`config.mk`:
```
export PLATFORM = sky130hd
export DESIGN_NAME = qmd_fifo
export DESIGN_NICKNAME = d
export VERILOG_FILES = /design/src/hdl/qmd_pkg.sv /design/src/hdl/qmd_fifo.sv
export SDC_FILE = /design/constraint.sdc
export NUM_CORES = 1
export LEC_CHECK = 0
export BUFFER_PORTS_ARGS = -buffer_cell sky130_fd_sc_hd__buf_2
export CORE_ASPECT_RATIO = 0.6
export CORE_UTILIZATION = 45
export DETAILED_ROUTE_END_ITERATION = 10
export GPL_ROUTABILITY_DRIVEN = 0
export PLACE_DENSITY = 0.82
export SYNTH_ARGS = -nofsm -noshare
export SYNTH_HDL_FRONTEND = slang
export SYNTH_SLANG_ARGS = --single-unit
```
`constraint.sdc`:
```
create_clock -name clk_i -period 7.95 [get_ports clk_i]
set_input_delay 1.59 -clock clk_i [delete_from_list [all_inputs] [get_ports clk_i]]
set_output_delay 1.59 -clock clk_i [all_outputs]
set_load 0.01 [all_outputs]
```
`src/hdl/qmd_pkg.sv`:
```
`timescale 1ns / 1ps
// ----------------------------------------------------------------------------
// qmd_pkg
// Shared types and constants of the quaternion multiply and divide unit.
// ----------------------------------------------------------------------------
package qmd_pkg;

  // Fraction bits of the fixed-point components.
  localparam int FRAC_BITS = 12;

  // Operand width after conjugation (negating -32768 needs one more bit).
  localparam int OPW = 17;
  // Width of one partial product and of a four-term sum.
  localparam int PW  = 2 * OPW;
  localparam int SW  = 34;
  // Width of the squared norm.
  localparam int NW  = 33;
  // Quotient bits kept before saturation.
  localparam int QB  = 17;
  // Dividend and compare widths of the long division.
  localparam int DW  = SW + FRAC_BITS;
  localparam int CW  = NW + QB + 1;

  // Operation codes.
  localparam logic [1:0] KIND_MUL   = 2'd0;
  localparam logic [1:0] KIND_DIV_B = 2'd1;
  localparam logic [1:0] KIND_DIV_A = 2'd2;

  typedef struct packed {
    logic [1:0]         kind;
    logic signed [15:0] a_w;
    logic signed [15:0] a_x;
    logic signed [15:0] a_y;
    logic signed [15:0] a_z;
    logic signed [15:0] b_w;
    logic signed [15:0] b_x;
    logic signed [15:0] b_y;
    logic signed [15:0] b_z;
  } in_t;

  typedef struct packed {
    logic signed [15:0] res_w;
    logic signed [15:0] res_x;
    logic signed [15:0] res_y;
    logic signed [15:0] res_z;
    logic               zero_norm;
    logic               saturated;
  } out_t;

  // Classified operation: left and right operands, already conjugated.
  typedef struct packed {
    logic                  div;
    logic                  nsel;  // 1: norm of left operand, 0: of right
    logic signed [OPW-1:0] pw;
    logic signed [OPW-1:0] px;
    logic signed [OPW-1:0] py;
    logic signed [OPW-1:0] pz;
    logic signed [OPW-1:0] qw;
    logic signed [OPW-1:0] qx;
    logic signed [OPW-1:0] qy;
    logic signed [OPW-1:0] qz;
  } op_t;

endpackage

```
`src/hdl/qmd_fifo.sv`:
```
`timescale 1ns / 1ps
// ----------------------------------------------------------------------------
// qmd_fifo
// Two-entry queue of classified operations between front and back.
// ----------------------------------------------------------------------------
module qmd_fifo (
  input  logic         clk_i,
  input  logic         rst_ni,
  input  logic         push_i,
  input  qmd_pkg::op_t wdata_i,
  output logic         full_o,
  input  logic         pop_i,
  output logic         valid_o,
  output qmd_pkg::op_t rdata_o
);
  import qmd_pkg::*;

  op_t        mem_q [2];
  logic       wptr_q, wptr_d;
  logic       rptr_q, rptr_d;
  logic [1:0] cnt_q, cnt_d;
  logic       do_pop;

  assign full_o  = (cnt_q == 2'd2);
  assign valid_o = (cnt_q != 2'd0);
  assign rdata_o = mem_q[rptr_q];
  assign do_pop  = pop_i && valid_o;

  // Pointer and fill count update.
  always_comb begin
    wptr_d = push_i ? !wptr_q : wptr_q;
    rptr_d = do_pop ? !rptr_q : rptr_q;
    cnt_d  = cnt_q + 2'(push_i) - 2'(do_pop);
  end

  always_ff @(posedge clk_i or negedge rst_ni) begin
    if (!rst_ni) begin
      wptr_q <= 1'b0;
      rptr_q <= 1'b0;
      cnt_q  <= 2'd0;
    end else begin
      wptr_q <= wptr_d;
      rptr_q <= rptr_d;
      cnt_q  <= cnt_d;
    end
  end

  // Entry storage.
  always_ff @(posedge clk_i) begin
    if (push_i) begin
      mem_q[wptr_q] <= wdata_i;
    end
  end

endmodule

```
==> results.sh <==
export IMPL_cap_violations=0
export IMPL_final_nets=889
export IMPL_fp_dieW_um=196
export IMPL_drtPass1Iterations=4
export IMPL_antenna_found_initial=1
export IMPL_min_period_over_period=0.605
export IMPL_clockBufferDepth=3
export IMPL_syn_num_nets=590
export IMPL_grt_pass1_vias=5180
export IMPL_min_path_type="flip-flop to flip-flop"
export IMPL_r2r_end="mem_q[1][120]$_DFFE_PP_"
export IMPL_rr_worst_depth=2
export IMPL_timing_hold_ws_ps=550
export IMPL_ir_drop_mv=0.230
export IMPL_clockRootBuffer="clkbuf_16"
export IMPL_worstSetupEndpointType="primary output"
export IMPL_skew_ps=7.87
export IMPL_yosys_area_top_type_share=0.813
export IMPL_die_height_um=119
export IMPL_startpoint_type="flip-flop"
export IMPL_cts_num_sinks=280
export IMPL_initial_utilization=0.461
export IMPL_total_power_mw=4.43
export IMPL_r2r_start="wptr_q$_DFFE_PN0P_"
export IMPL_setup_tns_final_ps=0
export IMPL_wl_mm=18.7
export IMPL_worstPathRequired_ps=6360
export IMPL_status="finished, final reports clean"
export IMPL_yosysTopAreaCell="edfxtp_1"
export IMPL_netlist_area_sq_um=10200
export IMPL_grt_busiest_layer="met2"
export IMPL_hold_viol=0
export IMPL_postCtsSetupBuffers=0
export IMPL_powerDensity_nw_per_um2=350
export IMPL_wl_per_cell_um=17.5
export IMPL_dp_slack_ps=3640
export IMPL_area_growth_pct=24.2
export IMPL_fp_dieArea_sq_um=23300
export IMPL_overflow=0
export IMPL_grtUsageTotal=0.155
export IMPL_worst_slew_pin_slew_ps=944
export IMPL_whs_endpoint="wptr_q$_DFFE_PN0P_"
export IMPL_ios=282
export IMPL_via_per_inst=4.83
export IMPL_report_final_slew_viol_count=0
export IMPL_ctsHoldBuffers=0
export IMPL_cp_max_fo=53
export IMPL_cts_tree="yes"
export IMPL_setup_viol=0
export IMPL_yosysSeqAreaShare=0.823
export IMPL_syn_area_per_cell_sq_um=22.8
export IMPL_diodes=0
export IMPL_htreeDepth=1
export IMPL_fin_crit_ps=4810
export IMPL_portBuffers=281
export IMPL_grt_max_degree=70
export IMPL_timing_fmax_mhz=208
export IMPL_grt_pass1_wl_mm=27.9
export IMPL_rows=42
export IMPL_min_delay_start="wptr_q$_DFFE_PN0P_"
export IMPL_via_count=5173
export IMPL_fin_ws_ps=3140
export IMPL_critical_path_arrival_ps=3220
export IMPL_drtIter0Drc=248
export IMPL_cts_resized=0
export IMPL_yosys_register_bits=280
export IMPL_rsz0062_at_grt="false"
export IMPL_netlist_cell_type_count=14
export IMPL_place_hpwl_mm=12.2
export IMPL_nFillCells=1645
export IMPL_drc_errors=0
export IMPL_p_leak_nw=4.75
export IMPL_met2_usage=0.245
export IMPL_clk_insertion_delay_late_ps=510
export IMPL_path_clk_slew_ps=70
export IMPL_synth_area_leaders="edfxtp_1, mux2_2, buf_6"
export IMPL_cts_buffers=25
export IMPL_layout_drive_gt1_share=0.606
export IMPL_path_class="flip-flop to primary output"
export IMPL_synthCells=446
export IMPL_met1_usage=0.208
export IMPL_min_path_cells=1
export IMPL_core_sq_um=22100
export IMPL_ant_nets=0
export IMPL_max_slew_margin=0.370
export IMPL_met3_usage=0.0539
export IMPL_yosys_warnings=0
export IMPL_reg2reg_slack_ps=5920
-- placed cells by master (no fill, tap or decap), drive strengths merged --
master,count
or2,1
xnor2,2
inv,3
ha,2
xor2,2
buf,287
clkbuf,30
clkinv,11
bufinv,2
o21a,1
dfrtp,4
nor2b,2
and2,1
edfxtp,276
mux2,138
-- power breakdown --
group          leakage (nW)  internal (mW)  switching [mW]
Clock                 0.376          0.642           0.501
Combinational          1.73          0.567           0.652
Sequential             2.64           1.96           0.104
Total                  4.75           3.17            1.26
-- logic make-up (layout without fill, tap and decap cells) --
logic type      Yosys count  in the layout  synth area share
fa+ha+maj                 2              2           0.00246
simple gates              4              4           0.00246
buf+inv                  17            333            0.0153
mux                     138            138             0.152
xor+xnor                  4              4           0.00344
flops                   280            280             0.823
compound gates            1              1          0.000737
-- how the worst max path moves through the flow --
stage                  startpoint  slack, ps                    end  cells after the start
2_1_floorplan              push_i       2320  mem_q[0][0]$_DFFE_PP_                      1
3_3_place_gp   rptr_q$_DFFE_PN0P_       3680            rdata_o[52]                      4
3_5_place_dp   rptr_q$_DFFE_PN0P_       3640           rdata_o[119]                      4
4_1_cts        rptr_q$_DFFE_PN0P_       3080           rdata_o[119]                      4
5_1_grt        rptr_q$_DFFE_PN0P_       2940            rdata_o[22]                      4
6_report       rptr_q$_DFFE_PN0P_       3140            rdata_o[52]                      4
-- area by class of cell --
class | count | area, sq um | area share
Clock buffer | 30 | 644 | 0.0509
Inverter | 2 | 7.51 | 0.000593
Timing Repair Buffer | 287 | 1450 | 0.115
Multi-Input combinational cell | 149 | 1660 | 0.131
Tap cell | 308 | 385 | 0.0304
Clock inverter | 14 | 120 | 0.00949
Sequential cell | 280 | 8390 | 0.663
-- state kept, by name, summed over array words and instances (netlist names) --
name,cells
cnt_q,2
mem_q,276
rptr_q,1
wptr_q,1
-- metrics by stage --
| stage | util | std cells | area, sq um |
|---|---|---|---|
| 2_1_floorplan | - | 446 | 10200 |
| 5_1_grt | 0.572 | 1070 | 12700 |
| 3_5_place_dp | 0.538 | 1026 | 11900 |
| 4_1_cts | 0.572 | 1070 | 12700 |
| 3_3_place_gp | 0.538 | 1026 | 11900 |
| 6_report | 0.572 | 1070 | 12700 |
-- routing by layer --
layer | routed length [um] | share of wire
met2 | 8480 | 0.45
met1 | 8340 | 0.45
met4 | 350 | 0.019
met5 | 13 | 0.00069
met3 | 1540 | 0.082
-- Yosys cell counts (all sizes together) --
cell type	number
edfxtp	276
mux2	138
buf	15
dfrtp	4
ha	2
inv	2
nor2b	2
xnor2	2
xor2	2
and2	1
o21a	1
or2	1
-- critical path: stages, from the launching register on --
cell and delay [ps]:
dfrtp_4 810, buf_4 600, buf_4 650, mux2_2 420, buf_2 140
No activity file was read; power rests on OpenSTA's default activity.
