File: config.mk
export PLATFORM = sky130hd
export DESIGN_NAME = qmd_front
export DESIGN_NICKNAME = d
export VERILOG_FILES = /design/src/hdl/qmd_pkg.sv /design/src/hdl/qmd_front.sv
export SDC_FILE = /design/constraint.sdc
export NUM_CORES = 1
export LEC_CHECK = 0
export BUFFER_PORTS_ARGS = -buffer_cell sky130_fd_sc_hd__buf_2
export CAP_MARGIN = 0
export CORE_AREA = 2 2 107 109
export DETAILED_ROUTE_END_ITERATION = 7
export DIE_AREA = 0 0 109 111
export GPL_TIMING_DRIVEN = 0
export PLACE_DENSITY = 0.59
export SLEW_MARGIN = 5
export SYNTH_ARGS = -nofsm -noshare
export SYNTH_HDL_FRONTEND = slang
export SYNTH_SLANG_ARGS = --single-unit
File: constraint.sdc
create_clock -name vclk -period 4.6
set_input_delay 0.46 -clock vclk [all_inputs]
set_output_delay 0.46 -clock vclk [all_outputs]
set_load 0.02 [all_outputs]
File: src/hdl/qmd_pkg.sv
`timescale 1ns / 1ps
// ----------------------------------------------------------------------------
// qmd_pkg
// Shared types and constants of the quaternion multiply and divide unit.
// ----------------------------------------------------------------------------
package qmd_pkg;

  // Fraction bits of the fixed-point components.
  localparam int FRAC_BITS = 12;

  // Operand width after conjugation (negating -32768 needs one more bit).
  localparam int OPW = 17;
  // Width of one partial product and of a four-term sum.
  localparam int PW  = 2 * OPW;
  localparam int SW  = 34;
  // Width of the squared norm.
  localparam int NW  = 33;
  // Quotient bits kept before saturation.
  localparam int QB  = 17;
  // Dividend and compare widths of the long division.
  localparam int DW  = SW + FRAC_BITS;
  localparam int CW  = NW + QB + 1;

  // Operation codes.
  localparam logic [1:0] KIND_MUL   = 2'd0;
  localparam logic [1:0] KIND_DIV_B = 2'd1;
  localparam logic [1:0] KIND_DIV_A = 2'd2;

  typedef struct packed {
    logic [1:0]         kind;
    logic signed [15:0] a_w;
    logic signed [15:0] a_x;
    logic signed [15:0] a_y;
    logic signed [15:0] a_z;
    logic signed [15:0] b_w;
    logic signed [15:0] b_x;
    logic signed [15:0] b_y;
    logic signed [15:0] b_z;
  } in_t;

  typedef struct packed {
    logic signed [15:0] res_w;
    logic signed [15:0] res_x;
    logic signed [15:0] res_y;
    logic signed [15:0] res_z;
    logic               zero_norm;
    logic               saturated;
  } out_t;

  // Classified operation: left and right operands, already conjugated.
  typedef struct packed {
    logic                  div;
    logic                  nsel;  // 1: norm of left operand, 0: of right
    logic signed [OPW-1:0] pw;
    logic signed [OPW-1:0] px;
    logic signed [OPW-1:0] py;
    logic signed [OPW-1:0] pz;
    logic signed [OPW-1:0] qw;
    logic signed [OPW-1:0] qx;
    logic signed [OPW-1:0] qy;
    logic signed [OPW-1:0] qz;
  } op_t;

endpackage

File: src/hdl/qmd_front.sv
`timescale 1ns / 1ps
// ----------------------------------------------------------------------------
// qmd_front
// Accepts input transactions and classifies them into conjugated operands.
// ----------------------------------------------------------------------------
module qmd_front (
  input  logic          in_valid_i,
  output logic          in_ready_o,
  input  qmd_pkg::in_t  in_data_i,
  output logic          push_o,
  input  logic          full_i,
  output qmd_pkg::op_t  op_o
);
  import qmd_pkg::*;

  // Accept whenever the queue has room.
  assign in_ready_o = !full_i;
  assign push_o     = in_valid_i && !full_i;

  // Pick the operands; the quaternion to invert is conjugated here.
  always_comb begin
    logic conj_a;
    logic conj_b;
    conj_a    = (in_data_i.kind == KIND_DIV_A);
    conj_b    = (in_data_i.kind == KIND_DIV_B);
    op_o.div  = conj_a || conj_b;
    op_o.nsel = conj_a;
    op_o.pw   = OPW'(in_data_i.a_w);
    op_o.px   = conj_a ? -OPW'(in_data_i.a_x) : OPW'(in_data_i.a_x);
    op_o.py   = conj_a ? -OPW'(in_data_i.a_y) : OPW'(in_data_i.a_y);
    op_o.pz   = conj_a ? -OPW'(in_data_i.a_z) : OPW'(in_data_i.a_z);
    op_o.qw   = OPW'(in_data_i.b_w);
    op_o.qx   = conj_b ? -OPW'(in_data_i.b_x) : OPW'(in_data_i.b_x);
    op_o.qy   = conj_b ? -OPW'(in_data_i.b_y) : OPW'(in_data_i.b_y);
    op_o.qz   = conj_b ? -OPW'(in_data_i.b_z) : OPW'(in_data_i.b_z);
  end

endmodule

==> flow_metrics.env, run 1 <==
export IMPL_status="finished, final reports clean"
export IMPL_period_minus_slack_ps=2920
export IMPL_ios=272
export IMPL_vias=3293
export IMPL_drc_errors=0
export IMPL_ys_warn_count=0
export IMPL_synth_cell_types=31
export IMPL_timing_fmax_mhz=343
export IMPL_startpoint="in_data_i[129]"
export IMPL_place_gp_congestion=0.850
export IMPL_ant_nets=0
export IMPL_drt_iter0_drc=154
export IMPL_grt_first_pass_wirelength_um=14600
export IMPL_tightest_slew_ps=965
export IMPL_hpwl_um=8290
export IMPL_initial_core_util=0.214
export IMPL_syn_inst=339
export IMPL_wl_per_cell_um=13.3
export IMPL_fill_cells=1239
export IMPL_max_slew_margin=0.351
export IMPL_setup_viol=0
export IMPL_pre_cts_slack_ps=1620
export IMPL_antennaDiodeCount=0
export IMPL_finalMaxSlewViolations=0
export IMPL_drv_cap=0
export IMPL_post_cts_resized=0
export IMPL_seq_power_share=0
export IMPL_drive_above_1_share=0.508
export IMPL_worstHoldPathType="in2out"
export IMPL_power_density_nw_per_um2=133
export IMPL_grt_usage=0.144
export IMPL_regArea_um2=0
export IMPL_ir_drop_uv=54.4
export IMPL_viasPerCell=4.56
export IMPL_die_w_um=109
export IMPL_areaGrowthSynthToFinish_pct=58.2
export IMPL_p_sw_frac=0.603
export IMPL_syn_area_per_cell_um2=7.00
export IMPL_grt_overflow=0
export IMPL_cts_hold_buf=0
export IMPL_arrival_ps=2460
export IMPL_p_clk_frac=0
export IMPL_p_leak_nw=1.76
export IMPL_p_int_uw=199
export IMPL_grt_pass1_vias=3130
export IMPL_setup_ws_ps=1680
export IMPL_end_kind="output pin"
export IMPL_setup_tns_ps=0
export IMPL_grt_max_degree=11
export IMPL_cp_start_kind="input pin"
export IMPL_setup_worst_path_end="op_o[16]"
export IMPL_synth_seq_area_share=0
export IMPL_fp_row_count=39
export IMPL_synth_nets=479
export IMPL_antenna_found_initial=0
export IMPL_rsz0062_at_grt="no"
export IMPL_pwr_share_comb=1.000
export IMPL_nFlopsAndLatches=0
export IMPL_crit_fanout=10
export IMPL_die_area_um2=12100
export IMPL_hold_violations=0
export IMPL_post_route_util=0.339
export IMPL_syn_area_um2=2370
export IMPL_fp_dieH_um=111
export IMPL_total_power_uw=501
export IMPL_path_class="in2out"
export IMPL_core_um2=11100
export IMPL_port_buffer_count=240
export IMPL_finalNetCount=721
export IMPL_multiInputGateArea_um2=1950
export IMPL_cts_setup_buffers=0
export IMPL_wl_um=9600
export IMPL_first_pass_iters=4
export IMPL_critPathRequiredTime_ps=4140
export IMPL_fin_crit_sh=0.634
export IMPL_clock_buffers=0
export IMPL_net_switching_power_uw=302
worst min path at each step:
stage / depth (start not counted) / endpoint / slack [ps] / startpoint
floorplan: 1 / in_ready_o / 1000 / full_i
global placement: 2 / op_o[127] / 1140 / in_data_i[120]
detailed placement: 2 / op_o[59] / 1140 / in_data_i[56]
CTS: 2 / op_o[54] / 1140 / in_data_i[51]
global route: 2 / op_o[126] / 1140 / in_data_i[119]
finish: 2 / op_o[119] / 1140 / in_data_i[112]
kinds of logic (layout without fill, tap and decap cells):
| kind of cell | Yosys count | after routing | share of synthesized area |
|---|---|---|---|
| compound gates | 73 | 73 | 0.232 |
| xor+xnor | 84 | 84 | 0.310 |
| fa+ha+maj | 8 | 8 | 0.0422 |
| buf+inv | 73 | 313 | 0.179 |
| mux | 5 | 5 | 0.0211 |
| simple gates | 96 | 96 | 0.216 |
routing by layer:
layer / vias up / track usage / part of all wire
met5: - / 0 / 0
li1: 1626 / - / -
met4: 0 / 0.0145 / 0.0066
met3: 8 / 0.0188 / 0.082
met2: 157 / 0.277 / 0.51
met1: 1502 / 0.170 / 0.40
synthesized netlist by cell type, types with 2 or more instances:
master     n  area, µm²
nor3_1     6       30.0
nand3_1    4       20.0
clkbuf_1  12       45.0
o41ai_2    3       48.8
or4_1      4       30.0
xnor2_1   83        727
nand2_1   39        146
mux2i_1    5       50.1
nor2_1    10       37.5
nor4_1     8       50.1
nand3b_1   3       22.5
or4_4      5       56.3
o21ai_0   31        155
nand4b_1   2       17.5
or3_1      2       12.5
o31ai_2    2       25.0
inv_1     21       78.8
ha_1       8        100
nand2b_1  10       62.6
buf_4     40        300
o31ai_1   20        150
o21ai_1    2       10.0
o41ai_1   11       96.3
power groups by stage:
stage | logic, mW | registers, mW | clock network (mW)
2_1_floorplan | 0.302 | 0 | 0
3_3_place_gp | 0.500 | 0 | 0
3_5_place_dp | 0.503 | 0 | 0
4_1_cts | 0.505 | 0 | 0
5_1_grt | 0.540 | 0 | 0
6_report | 0.501 | 0 | 0
final cells by class:
| class | instances | share of cell area |
|---|---|---|
| plain buffers | 52 | 0.0920 |
| inverters | 21 | 0.0210 |
| well taps | 143 | 0.0477 |
| repair buffers | 240 | 0.320 |
| multi-input cells | 266 | 0.519 |
layout by cell type, fill, tap and decap left out:
| master | netlist | final |
|---|---|---|
| o21ai_0 | 31 | 31 |
| o41ai_2 | 3 | 3 |
| a21boi_0 | 1 | 1 |
| buf_2 | 0 | 240 |
| nand2b_1 | 10 | 10 |
| nor4_1 | 8 | 8 |
| nand2_1 | 39 | 39 |
| or2_2 | 1 | 1 |
| clkbuf_1 | 12 | 12 |
| inv_1 | 21 | 21 |
| nand3b_1 | 3 | 3 |
| xor2_1 | 1 | 1 |
| xnor2_1 | 83 | 83 |
| o311ai_0 | 1 | 1 |
| o31ai_2 | 2 | 2 |
| nand4b_1 | 2 | 2 |
| buf_4 | 40 | 40 |
| ha_1 | 8 | 8 |
| o21ai_1 | 2 | 2 |
| o41ai_4 | 1 | 1 |
| or3_1 | 2 | 2 |
| nor2_1 | 10 | 10 |
| or4b_4 | 1 | 1 |
| mux2i_1 | 5 | 5 |
| o41ai_1 | 11 | 11 |
| nor2b_1 | 1 | 1 |
| o31ai_4 | 1 | 1 |
| nor3_1 | 6 | 6 |
| nand3_1 | 4 | 4 |
| or4_4 | 5 | 5 |
| o31ai_1 | 20 | 20 |
| or4_1 | 4 | 4 |
through the flow:
step	instance area (µm²)	instances	hold WS [ps]
after detailed placement	3750	722	1140
final	3750	722	1140
after CTS	3750	722	1140
after global placement	3750	722	1140
after floorplan	2370	339	997
after global routing	3750	722	1140
critical path: stages:
cell,delay [ps]
buf_2,100
inv_1,40
ha_1,130
clkbuf_1,350
clkbuf_1,420
clkbuf_1,430
o41ai_2,150
mux2i_1,170
buf_2,190
Power figures use the tool's default switching activity.
==> run 2, diff against run 1 <==
--- a/config.mk
+++ b/config.mk
@@ -7,11 +7,11 @@
 export LEC_CHECK = 0
 export BUFFER_PORTS_ARGS = -buffer_cell sky130_fd_sc_hd__buf_2
 export CAP_MARGIN = 0
-export CORE_AREA = 2 2 107 109
+export CORE_AREA = 2 2 106 108
 export DETAILED_ROUTE_END_ITERATION = 7
-export DIE_AREA = 0 0 109 111
+export DIE_AREA = 0 0 108 110
 export GPL_TIMING_DRIVEN = 0
-export PLACE_DENSITY = 0.59
+export PLACE_DENSITY = 0.6
 export SLEW_MARGIN = 5
 export SYNTH_ARGS = -nofsm -noshare
 export SYNTH_HDL_FRONTEND = slang
==> constraint.sdc (replaced) <==
create_clock -name vclk -period 2.8
set_input_delay 0.28 -clock vclk [all_inputs]
set_output_delay 0.28 -clock vclk [all_outputs]
set_load 0.02 [all_outputs]
==> flow_metrics.env, run 2 (same netlist as run 1, synthesis figures left out) <==
export IMPL_crit_fanout=4
export IMPL_vias=3282
export IMPL_fp_dieH_um=110
export IMPL_path_class="in2out"
export IMPL_tightest_slew_ps=722
export IMPL_port_buffer_count=240
export IMPL_clock_buffers=0
export IMPL_critPathRequiredTime_ps=2520
export IMPL_stdcell_area_um2=3750
export IMPL_fin_crit_sh=0.902
export IMPL_cp_start_kind="input pin"
export IMPL_dp_cells=719
export IMPL_status="finished, final reports clean"
export IMPL_drv_cap=0
export IMPL_drt_iter0_drc=168
export IMPL_timing_fmax_mhz=396
export IMPL_end_kind="output pin"
export IMPL_wl_um=9520
export IMPL_p_leak_nw=1.76
export IMPL_period_minus_slack_ps=2530
export IMPL_viasPerCell=4.56
export IMPL_grt_pass1_vias=3054
export IMPL_power_density_nw_per_um2=220
export IMPL_finalNetCount=721
export IMPL_areaGrowthSynthToFinish_pct=58.1
export IMPL_nFlopsAndLatches=0
export IMPL_core_um2=10700
export IMPL_ios=272
export IMPL_antenna_found_initial=0
export IMPL_multiInputGateArea_um2=1950
export IMPL_rsz0062_at_grt="no"
export IMPL_grt_usage=0.140
export IMPL_cts_setup_buffers=0
export IMPL_ir_drop_uv=125
export IMPL_initial_core_util=0.222
export IMPL_first_pass_iters=4
export IMPL_grt_overflow=0
export IMPL_setup_viol=0
export IMPL_hpwl_um=8290
export IMPL_layout_common_cells="240 x buf_2, 83 x xnor2_1, 40 x buf_4"
export IMPL_ant_nets=0
export IMPL_fill_cells=1188
export IMPL_die_w_um=108
export IMPL_drive_above_1_share=0.509
export IMPL_place_gp_congestion=0.842
export IMPL_grt_first_pass_wirelength_um=13900
export IMPL_arrival_ps=2250
export IMPL_hold_violations=0
export IMPL_finalMaxSlewViolations=0
export IMPL_antennaDiodeCount=0
export IMPL_max_slew_margin=0.514
export IMPL_setup_tns_ps=0
export IMPL_regArea_um2=0
export IMPL_fp_row_count=38
export IMPL_die_area_um2=11900
export IMPL_place_area_um2=3750
export IMPL_mostFrequentLayoutCell="buf_2"
export IMPL_worstHoldPathType="in2out"
export IMPL_wl_per_cell_um=13.2
export IMPL_total_power_uw=826
export IMPL_drc_errors=0
export IMPL_grt_max_degree=11
export IMPL_stdcell_count=719
-- run 2: changes by cell type in the layout (fill, tap and decap cells not counted) --
| cell | before | now |
|---|---|---|
| clkbuf_1 | 12 | 11 |
| clkbuf_2 | 0 | 1 |
-- run 2: area by class of cell --
cell class / instances / area share
multi-input cells: 266 / 0.520
well taps: 140 / 0.0467
inverters: 21 / 0.0210
plain buffers: 52 / 0.0924
repair buffers: 240 / 0.320
-- run 2: where the power goes --
part           switching [mW]  internal (mW)  leakage, nW
logic                   0.499          0.327         1.76
registers                   0              0            0
clock network               0              0            0
-- run 2: timing repair --
action,4_1_cts,5_1_grt
resized for setup,0,2
hold buffers,0,0
endpoints found under the setup margin,0,1
-- run 2: path summary, 6_finish.rpt --
kind	from	end	slack, ps	depth (start not counted)
setup / recovery	in_data_i[64]	op_o[78]	270	8
hold / removal	in_data_i[62]	op_o[65]	780	2
-- run 2: critical path: stages --
cell     delay [ps]
buf_2           130
inv_1            60
ha_1            170
or4b_4          490
or4_4           470
o31ai_2         240
xnor2_1         190
buf_2           210
-- run 2: through the flow --
step / setup WS, ps / utilization / hold WS [ps]
CTS: 163 / 0.350 / 777
global placement: 128 / 0.350 / 779
finish: 274 / 0.351 / 776
global route: 70.2 / 0.351 / 781
floorplan: 624 / - / 637
detailed placement: 172 / 0.350 / 777
-- run 2: per-layer routing --
layer,wire length (µm),vias up,part of all wire,track usage
met5,0,-,0,0
met4,136,0,0.014,0.0266
met3,827,12,0.087,0.0170
met2,5020,181,0.53,0.291
met1,3530,1458,0.37,0.151
li1,-,1631,-,-
==> run 3, diff against run 2 <==
--- a/config.mk
+++ b/config.mk
@@ -7,11 +7,12 @@
 export LEC_CHECK = 0
 export BUFFER_PORTS_ARGS = -buffer_cell sky130_fd_sc_hd__buf_2
 export CAP_MARGIN = 0
-export CORE_AREA = 2 2 106 108
+export CORE_AREA = 4 4 102 104
 export DETAILED_ROUTE_END_ITERATION = 7
-export DIE_AREA = 0 0 108 110
+export DIE_AREA = 0 0 106 108
 export GPL_TIMING_DRIVEN = 0
-export PLACE_DENSITY = 0.6
+export PLACE_DENSITY = 0.66
+export REMOVE_ABC_BUFFERS = 1
 export SLEW_MARGIN = 5
 export SYNTH_ARGS = -nofsm -noshare
 export SYNTH_HDL_FRONTEND = slang
==> flow_metrics.env, run 3 (same netlist as run 1, synthesis figures left out) <==
export IMPL_status="finished, final reports clean"
export IMPL_wl_um=9430
export IMPL_ios=272
export IMPL_grt_usage=0.146
export IMPL_post_cts_resized=0
export IMPL_drv_cap=0
export IMPL_p_int_uw=276
export IMPL_seq_power_share=0
export IMPL_arrival_ps=2200
export IMPL_antenna_found_initial=0
export IMPL_die_w_um=106
export IMPL_drt_iter0_drc=83
export IMPL_cp_start_kind="input pin"
export IMPL_p_clk_frac=0
export IMPL_ant_nets=0
export IMPL_fin_crit_sh=0.885
export IMPL_place_area_um2=3250
export IMPL_pwr_share_comb=1.000
export IMPL_fp_dieH_um=108
export IMPL_total_power_uw=716
export IMPL_vias=2992
export IMPL_path_delay_family="simple AND/OR/NAND/NOR gates"
export IMPL_clock_buffers=0
export IMPL_grt_pass1_vias=2901
export IMPL_core_um2=9550
export IMPL_wl_per_cell_um=15.0
export IMPL_hold_end="op_o[119]"
export IMPL_timing_fmax_mhz=403
export IMPL_cts_hold_buf=0
export IMPL_antennaDiodeCount=0
export IMPL_cp_cell_sequence="buf_2 -> inv_1 -> ha_1 -> or4b_4 -> or4_4 -> o41ai_2 -> xnor2_1 -> buf_2"
export IMPL_end_kind="output pin"
export IMPL_p_leak_nw=1.42
export IMPL_stdcell_area_um2=3250
export IMPL_fp_row_count=36
export IMPL_areaGrowthSynthToFinish_pct=37.0
export IMPL_stdcell_count=627
export IMPL_net_switching_power_uw=440
export IMPL_rsz0062_at_grt="no"
export IMPL_finalMaxSlewViolations=0
export IMPL_grt_first_pass_wirelength_um=13900
export IMPL_worstHoldStart="in_data_i[112]"
export IMPL_nFlopsAndLatches=0
export IMPL_worstHoldPathType="in2out"
export IMPL_power_density_nw_per_um2=220
export IMPL_startpoint="in_data_i[65]"
export IMPL_place_gp_congestion=0.854
export IMPL_port_buffer_count=206
export IMPL_slowest_stage="or4b_4"
export IMPL_tightest_slew_ps=914
export IMPL_dp_cells=627
export IMPL_max_slew_margin=0.391
export IMPL_mostFrequentLayoutCell="buf_2"
export IMPL_ir_drop_uv=108
export IMPL_post_route_util=0.340
export IMPL_layout_common_cells="206 x buf_2, 83 x xnor2_1, 39 x nand2_1"
export IMPL_viasPerCell=4.77
export IMPL_regArea_um2=0
export IMPL_hold_path_depth=0
export IMPL_setup_viol=0
export IMPL_first_pass_iters=4
export IMPL_die_area_um2=11400
export IMPL_p_sw_frac=0.614
export IMPL_hold_violations=0
export IMPL_grt_max_degree=54
export IMPL_initial_core_util=0.248
export IMPL_hpwl_um=8240
export IMPL_period_minus_slack_ps=2480
export IMPL_drive_above_1_share=0.451
export IMPL_setup_tns_ps=0
export IMPL_path_buf_inv=3
export IMPL_grt_overflow=0
export IMPL_cts_setup_buffers=0
export IMPL_finalNetCount=636
export IMPL_slowest_delay_ps=480
export IMPL_cpMostUsedCell="buf_2"
export IMPL_drc_errors=0
export IMPL_path_class="in2out"
export IMPL_crit_fanout=4
export IMPL_critPathRequiredTime_ps=2520
==> run 3: cell types whose count changed in the layout (fill, tap and decap cells not counted), sizes merged <==
| cell | change |
|---|---|
| buf | -73 |
| clkbuf | -12 |
==> run 3: routing by layer <==
metal	vias to the layer above	share of wire	track usage
met3	0	0.15	0.0794
met2	204	0.44	0.250
met4	0	0	0.000925
met1	1331	0.41	0.170
met5	-	0	0.0179
li1	1457	-	-
==> run 3: power groups by stage <==
stage / combinational [mW] / clock, mW / sequential (mW)
after floorplan: 0.411 / 0 / 0
after CTS: 0.722 / 0 / 0
after detailed placement: 0.719 / 0 / 0
after global placement: 0.712 / 0 / 0
after global routing: 0.773 / 0 / 0
final: 0.716 / 0 / 0
==> run 3: per-stage QoR <==
stage	hold slack (ps)	setup WS (ps)
after floorplan	560	348
after global placement	560	-47.8
after detailed placement	560	307
after CTS	560	294
after global routing	560	180
final	560	321
==> run 3: how the worst max path moves through the flow <==
stage / cells after the start / slack (ps) / to
CTS: 8 / 290 / op_o[82]
global placement: 6 / -50 / op_o[116]
global route: 8 / 180 / op_o[82]
detailed placement: 8 / 310 / op_o[82]
finish: 8 / 320 / op_o[82]
floorplan: 4 / 350 / op_o[110]
==> run 3: final cells by class <==
class	count	area, µm²
Fill cell	993	6300
Tap cell	133	166
Inverter	21	78.8
Timing Repair Buffer	207	1050
Multi-Input combinational cell	266	1950
